<file path="src/design/ftwa_pkg.sv">
// Shared types and constants for the flow table with aging.
package ftwa_pkg;

  localparam logic [31:0] KEEPALIVE_RESET = 32'd30000;
  localparam int          COUNT_W         = 7;

  typedef enum logic [1:0] {
    OUT_MATCH  = 2'd0,
    OUT_INSERT = 2'd1,
    OUT_FULL   = 2'd2,
    OUT_SWEEP  = 2'd3
  } outcome_t;

  typedef enum logic {
    OP_TOUCH = 1'b0,
    OP_SWEEP = 1'b1
  } opcode_t;

  typedef enum logic [1:0] {
    ST_IDLE,
    ST_WALK,
    ST_FINISH
  } state_t;

  // Query token that walks the cell row; also used as insert write data.
  typedef struct packed {
    opcode_t     op;
    logic [63:0] addrs;   // {src_addr, dst_addr}
    logic [31:0] ports;   // {src_port, dst_port}
    logic [31:0] now_ms;
  } token_t;

  // Lookup status gathered along the row.
  typedef struct packed {
    logic hit;
    logic free;
  } flag_t;

endpackage

</file>
<file path="src/design/ftwa_cell.sv">
// One flow table slot plus the token stage that follows it.
module ftwa_cell #(
  parameter int               IDX_W = 6,
  parameter int               CNT_W = 7,
  parameter logic [IDX_W-1:0] IDX   = '0
) (
  input  logic                clk,
  input  logic                rst,
  input  logic [31:0]         keepalive_ms,
  input  logic                in_vld,
  input  ftwa_pkg::token_t    in_tok,
  input  ftwa_pkg::flag_t     in_flag,
  input  logic [IDX_W-1:0]    in_free_idx,
  input  logic [CNT_W-1:0]    in_removed,
  input  logic                wr_en,
  input  logic [IDX_W-1:0]    wr_idx,
  input  ftwa_pkg::token_t    wr_tok,
  output logic                out_vld,
  output ftwa_pkg::token_t    out_tok,
  output ftwa_pkg::flag_t     out_flag,
  output logic [IDX_W-1:0]    out_free_idx,
  output logic [CNT_W-1:0]    out_removed
);

  logic        valid;
  logic [63:0] addrs;
  logic [31:0] ports;
  logic [31:0] last_seen;

  logic [63:0] rev_addrs;
  logic [31:0] rev_ports;
  logic [31:0] elapsed;
  logic        is_touch;
  logic        hit_here;
  logic        expired;
  logic        free_here;
  logic        wr_here;

  assign rev_addrs = {in_tok.addrs[31:0], in_tok.addrs[63:32]};
  assign rev_ports = {in_tok.ports[15:0], in_tok.ports[31:16]};
  assign elapsed   = in_tok.now_ms - last_seen;
  assign is_touch  = (in_tok.op == ftwa_pkg::OP_TOUCH);
  assign hit_here  = valid && is_touch && !in_flag.hit &&
                     (((addrs == in_tok.addrs) && (ports == in_tok.ports)) ||
                      ((addrs == rev_addrs) && (ports == rev_ports)));
  assign expired   = valid && !is_touch && (elapsed > keepalive_ms);
  assign free_here = !valid && is_touch && !in_flag.free;
  assign wr_here   = wr_en && (wr_idx == IDX);

  always_ff @(posedge clk) begin
    if (rst) begin
      valid <= 1'b0;
    end else if (wr_here) begin
      valid <= 1'b1;
    end else if (in_vld && expired) begin
      valid <= 1'b0;
    end
  end

  always_ff @(posedge clk) begin
    if (wr_here) begin
      addrs     <= wr_tok.addrs;
      ports     <= wr_tok.ports;
      last_seen <= wr_tok.now_ms;
    end else if (in_vld && hit_here) begin
      last_seen <= in_tok.now_ms;
    end
  end

  always_ff @(posedge clk) begin
    if (rst) begin
      out_vld <= 1'b0;
    end else begin
      out_vld <= in_vld;
    end
  end

  // Payload holds once the token has passed, so the row end stays readable.
  always_ff @(posedge clk) begin
    if (in_vld) begin
      out_tok       <= in_tok;
      out_flag.hit  <= in_flag.hit | hit_here;
      out_flag.free <= in_flag.free | free_here;
      out_free_idx  <= free_here ? IDX : in_free_idx;
      out_removed   <= in_removed + CNT_W'(expired);
    end
  end

endmodule

</file>
<file path="config.mk">
export PLATFORM = sky130hd
export DESIGN_NAME = ftwa_cell
export DESIGN_NICKNAME = d
export VERILOG_FILES = /design/src/design/ftwa_pkg.sv /design/src/design/ftwa_cell.sv
export SDC_FILE = /design/constraint.sdc
export NUM_CORES = 1
export LEC_CHECK = 0
export BUFFER_PORTS_ARGS = -buffer_cell sky130_fd_sc_hd__buf_2
export CORE_AREA = 2 2 178 180
export CTS_BUF_LIST = sky130_fd_sc_hd__clkbuf_8
export DETAILED_ROUTE_END_ITERATION = 8
export DIE_AREA = 0 0 180 182
export GPL_ROUTABILITY_DRIVEN = 0
export PLACE_DENSITY_LB_ADDON = 0.15
export SLEW_MARGIN = 20
export SYNTH_ARGS = -nofsm -noshare
export SYNTH_HDL_FRONTEND = slang
export SYNTH_SLANG_ARGS = --single-unit
export TNS_END_PERCENT = 1
</file>
<file path="constraint.sdc">
create_clock -name clk -period 6.37 [get_ports clk]
set_input_delay 1.274 -clock clk [delete_from_list [all_inputs] [get_ports clk]]
set_output_delay 1.274 -clock clk [all_outputs]
set_load 0.05 [all_outputs]
</file>
==> results of run 1 <==
==> area by class of cell <==
cell class	count	area [µm²]	area share, %
antenna	13	32.5	0.188
clock buffer	50	688	3.98
clock inverter	38	258	1.49
inverter	80	303	1.75
multi-input combinational	677	4950	28.6
sequential	274	8210	47.5
tap	402	503	2.91
timing repair buffer	466	2360	13.6
==> metal layers <==
layer | up-vias | GRT usage, %
li1 | 4832 | -
met1 | 4726 | 27.9
met2 | 429 | 43.6
met3 | 93 | 7.08
met4 | 14 | 9.40
met5 | - | 0
==> worst paths after layout <==
check | slack, ns | from | end
setup / recovery | 0.81 | in_tok[0] | out_removed[6]$_DFFE_PP_
hold / removal | 0.59 | valid$_SDFFE_PP0P_ | valid$_SDFFE_PP0P_
setup reg to reg | 1.38 | last_seen[0]$_DFFE_PP_ | out_removed[6]$_DFFE_PP_
hold reg to reg | 0.59 | valid$_SDFFE_PP0P_ | valid$_SDFFE_PP0P_
==> sequential cells by signal, indices dropped and copies added (netlist names) <==
register,count
valid,1
out_flag,2
last_seen,32
out_free_idx,6
ports,32
addrs,64
out_removed,7
out_vld,1
out_tok,129
==> cell usage in the layout, fill, tap and decap left out, types with 3 or more instances in the layout <==
cell type and n:
clkinv_2 11, nor2_1 27, a21oi_1 33, bufinv_16 3
nand4_1 47, ha_1 65, nor3_1 8, nor4_1 27
xor2_1 67, o22ai_1 5, a221oi_1 4, buf_4 8
nand2_1 112, nand3_1 16, clkinv_1 11, diode_2 13
nor2b_1 13, nor4b_1 3, clkbuf_8 50, o2111ai_1 3
edfxtp_1 272, o21bai_1 4, inv_1 89, buf_2 457
xnor2_1 149, and3_1 3, o21ai_0 5, o21ai_1 8
a21o_1 25, a31oi_1 4, o21a_1 9
==> report_power, final <==
part	internal, mW	leakage (nW)	total, mW	switching, mW
Combinational	0.248	4.25	0.781	0.534
Sequential	2.07	2.58	2.09	0.0199
Clock	0.858	0.535	1.59	0.733
==> cell families (layout without fill, tap and decap cells) <==
logic type               after synthesis  count (layout)  share of synthesized area, %
flip-flops                           274             274                          60.8
AND/OR/NAND/NOR                      271             271                          9.94
XOR/XNOR                             216             216                          14.0
AO/OA/AOI/OAI                        123             123                          6.43
buffers and inverters                 93             634                          2.60
adder cells (fa/ha/maj)               66              66                          6.17
multiplexers                           1               1                        0.0741
other                                  0              13                             0
==> worst max-delay path, stage by stage <==
cell and delay [ns]:
buf_2 0.10, inv_1 0.06, ha_1 0.17, inv_1 0.05, fa_1 0.39, a21o_1 0.18, a31o_1 0.25, o21ai_1 0.22
o21bai_1 0.17, a41oi_1 0.46, o21ai_1 0.16, xor2_1 0.16, ha_1 0.30, nand4_1 0.11, nor4_1 0.51, o21ai_1 0.14
a21boi_1 0.39, ha_1 0.29, ha_1 0.23, nand3_1 0.10, xnor2_1 0.13
==> flow_metrics.tcl, run 1 <==
set metrics [dict create \
    clock_latency_ns 0.57 \
    critPathLaunchType "primary input" \
    root_buffer "clkbuf_8" \
    dp_hpwl_um 33300 \
    track_usage_pct 24.5 \
    post_drt_wl_per_cell_um 20.6 \
    required_ns 6.68 \
    portBuffers 458 \
    met3_length_um 3320 \
    drive_above_1_share_pct 34.5 \
    clock-skew-final_ns 0.0324 \
    instances_no_fill 2000 \
    setup_viol 0 \
    hold_violations 0 \
    die-width_um 180 \
    antenna_found_initial 19 \
    placed_area_mm2 0.0163 \
    ir_drop_mv 0.180 \
    hold_buffers 0 \
    p_total_mw 4.47 \
    first_global_vias 10096 \
    total_leakage_power_nw 7.36 \
    netlist_instances 1044 \
    routed.top_layer "met5" \
    cts_resized 0 \
    pre_cts_ws_ns 0.228 \
    finalCritPeriodShare_pct 87.3 \
    relSlewSlack_pct 36.9 \
    fin_tns_setup_ns 0 \
    yosys.area.top_type "edfxtp_1" \
    final_area_mm2 0.0173 \
    synth.most_common_cell "edfxtp_1" \
    met2_length_um 20700 \
    ff2ff_path_depth 19 \
    ys_warn_count 0 \
    place_inst 1899 \
    synthFlopType "edfxtp_1" \
    cts.path.max_buffers 3 \
    vias 10094 \
    critPathKind "in -> reg" \
    grt_max_degree 74 \
    fmax_ghz 0.180 \
    worstPathArrival_ns 5.87 \
    ys_top_cells_by_area "edfxtp_1 60%, xnor2_1 9.7%, ha_1 6.0%" \
    ys_seq_area_share_pct 60.8 \
    slew_viol_final 0 \
    ys_seq_elements 274 \
    cp-end-kind "flip-flop" \
    dieArea_mm2 0.0328 \
    run_status "finished, final reports clean" \
    clock_sinks 274 \
    wl_met1_um 15600 \
    overflow 0 \
    cts_made_buffers 48 \
    vias_per_cell 5.05 \
    postCtsSetupRepairBufs 0 \
    synthTopCellsByCount "272 x edfxtp_1, 149 x xnor2_1, 112 x nand2_1" \
    drc 0 \
    hold_depth 2 \
    maxCapViolations 0 \
    synth_enable_flop_cells 272 \
    syn-cell-area_mm2 0.0135 \
    worst_slack_ns 0.808 \
    ys_types 62 \
    min_path_type "reg -> reg" \
    fin_nets 1928 \
    period_needed_ns 5.56 \
    n_fill_cell 2699 \
    ant_nets 0 \
    rsz0062_at_grt "no" \
    start_util_pct 43.6 \
    worstMarginPinSlew_ns 0.946 \
    io_pins 460 \
    pwr_density_cell_mw_per_mm2 258 \
    final_util_pct 55.8 \
    synth-async-reset-ratio_pct 0 \
    holdWs_ns 0.586 \
    first_pass_iters 5 \
    drt_iter0_markers 510 \
    yosys.area.top_type_share_pct 60.5 \
    crit_fanout 3 \
    synth_nets 1425 \
    grt_first_pass_wirelength_um 59400 \
    die_h_um 182 \
    wl_um 41200 \
    cts_tree "yes" \
    synthToLayoutAreaGrowth_pct 28.1 \
    cts.clk_slew.worst_paths_ns 0.06 \
    core_area_mm2 0.0310 \
    syn_area_per_cell_um2 12.9 \
    cts-htree-levels 2 \
    row_count 65 \
]
Note: power is estimated with default switching activity, not from simulation.
==> inputs of run 2 (changes only) <==
--- a/config.mk
+++ b/config.mk
@@ -7,7 +7,7 @@
 export LEC_CHECK = 0
 export BUFFER_PORTS_ARGS = -buffer_cell sky130_fd_sc_hd__buf_2
 export CORE_AREA = 2 2 178 180
-export CTS_BUF_LIST = sky130_fd_sc_hd__clkbuf_8
+export CTS_BUF_LIST = sky130_fd_sc_hd__clkbuf_2
 export DETAILED_ROUTE_END_ITERATION = 8
 export DIE_AREA = 0 0 180 182
 export GPL_ROUTABILITY_DRIVEN = 0
==> flow_metrics.tcl, run 2 (synthesis results as in run 1) <==
set metrics [dict create \
    clock_latency_ns 0.88 \
    largest_register_ffs 129 \
    cp-end-kind "flip-flop" \
    dp_hpwl_um 33300 \
    ir_drop_mv 0.139 \
    grt_max_degree 74 \
    cts.path.max_buffers 3 \
    clock_sinks 274 \
    n_fill_cell 2756 \
    fmax_ghz 0.189 \
    slew_viol_final 0 \
    final_util_pct 54.8 \
    io_pins 460 \
    first_pass_iters 5 \
    wl_um 41600 \
    critPathLaunchType "primary input" \
    track_usage_pct 24.8 \
    finalCritPeriodShare_pct 83.0 \
    placed_area_mm2 0.0163 \
    required_ns 7.00 \
    fin_tns_setup_ns 0 \
    hold_violations 0 \
    period_needed_ns 5.28 \
    vias_per_cell 5.01 \
    overflow 0 \
    worstPathArrival_ns 5.91 \
    maxCapViolations 0 \
    crit_fanout 3 \
    drc 0 \
    place_inst 1899 \
    relSlewSlack_pct 37.2 \
    cts_made_buffers 73 \
    start_util_pct 43.6 \
    die-width_um 180 \
    root_buffer "clkbuf_2" \
    final_area_mm2 0.0170 \
    synthToLayoutAreaGrowth_pct 25.8 \
    total_leakage_power_nw 7.29 \
    core_area_mm2 0.0310 \
    rsz0062_at_grt "no" \
    antenna_found_initial 21 \
    dieArea_mm2 0.0328 \
    final_common_cell "buf_2" \
    fin_nets 1953 \
    row_count 65 \
    drive_above_1_share_pct 36.0 \
    cts_tree "yes" \
    largestRegisters "out_tok (129), addrs (64)" \
    post_drt_wl_per_cell_um 20.4 \
    worstMarginPinSlew_ns 0.942 \
    ff2ff_path_depth 19 \
    portBuffers 458 \
    setup_viol 0 \
    vias 10215 \
    final_cell_mix "457 x buf_2, 272 x edfxtp_1, 149 x xnor2_1, 112 x nand2_1, 94 x clkbuf_2" \
    cts.clk_slew.worst_paths_ns 0.12 \
    cts-htree-levels 3 \
    critPathKind "in -> reg" \
    pwr_density_cell_mw_per_mm2 240 \
    run_status "finished, final reports clean" \
    drt_iter0_markers 520 \
    min_path_type "in -> reg" \
    grt_first_pass_wirelength_um 59800 \
    postCtsSetupRepairBufs 0 \
    ant_nets 0 \
    first_global_vias 10319 \
    die_h_um 182 \
    holdWs_ns 0.565 \
    clock-skew-final_ns 0.0832 \
    hold_buffers 0 \
    instances_no_fill 2038 \
    hold_depth 1 \
    cts_resized 0 \
    top_register "out_tok" \
]
run 2: cell types whose count changed in the layout (fill, tap and decap cells not counted), moves of 9 or more:
| cell | previous run | this run |
|---|---|---|
| clkinv_1 | 11 | 21 |
| clkinv_2 | 11 | 2 |
| clkbuf_8 | 50 | 0 |
| clkbuf_2 | 0 | 94 |
| inv_1 | 89 | 78 |
run 2: power breakdown:
group	total, mW	switching (mW)	leakage [nW]	internal, mW
Clock	1.21	0.753	0.466	0.456
Sequential	2.09	0.0200	2.58	2.07
Combinational	0.782	0.534	4.25	0.248
Total	4.08	1.31	7.29	2.77
run 2: layer usage:
layer,vias up,GRT usage [%],wire [µm]
met5,-,0,93
met1,4788,27.6,15500
met4,14,10.4,1200
met3,71,8.40,3740
met2,441,43.5,21000
li1,4901,-,-
run 2: worst paths after layout:
path | start | endpoint | slack (ns)
max | in_tok[0] | out_removed[6]$_DFFE_PP_ | 1.09
max reg2reg | last_seen[0]$_DFFE_PP_ | out_removed[6]$_DFFE_PP_ | 1.35
min reg2reg | valid$_SDFFE_PP0P_ | valid$_SDFFE_PP0P_ | 0.57
min | wr_tok[100] | addrs[36]$_DFFE_PP_ | 0.56
run 2: final cells by class:
type                            instances  area (µm²)  area share (%)
Clock buffer                           94         470            2.77
Timing Repair Buffer                  466        2360            13.9
Inverter                               80         303            1.78
Antenna cell                           15        37.5           0.221
Clock inverter                         30         169           0.994
Tap cell                              402         503            2.96
Sequential cell                       274        8210            48.3
Multi-Input combinational cell        677        4950            29.1
run 2: metrics by stage:
step                setup slack, ns  power [mW]
finish                         1.09        4.08
global route                  0.954        4.28
CTS                            1.21        4.12
detailed placement            0.228        2.91
global placement              0.289        2.91
floorplan                      1.22        2.62
run 2: critical path, cell delays in order:
cell      delay, ns
buf_2          0.11
inv_1          0.06
ha_1           0.17
inv_1          0.05
fa_1           0.39
a21o_1         0.18
a31o_1         0.25
o21ai_1        0.22
o21bai_1       0.17
a41oi_1        0.46
o21ai_1        0.16
xor2_1         0.16
ha_1           0.30
nand4_1        0.11
nor4_1         0.52
o21ai_1        0.14
a21boi_1       0.42
ha_1           0.29
ha_1           0.23
nand3_1        0.10
xnor2_1        0.13
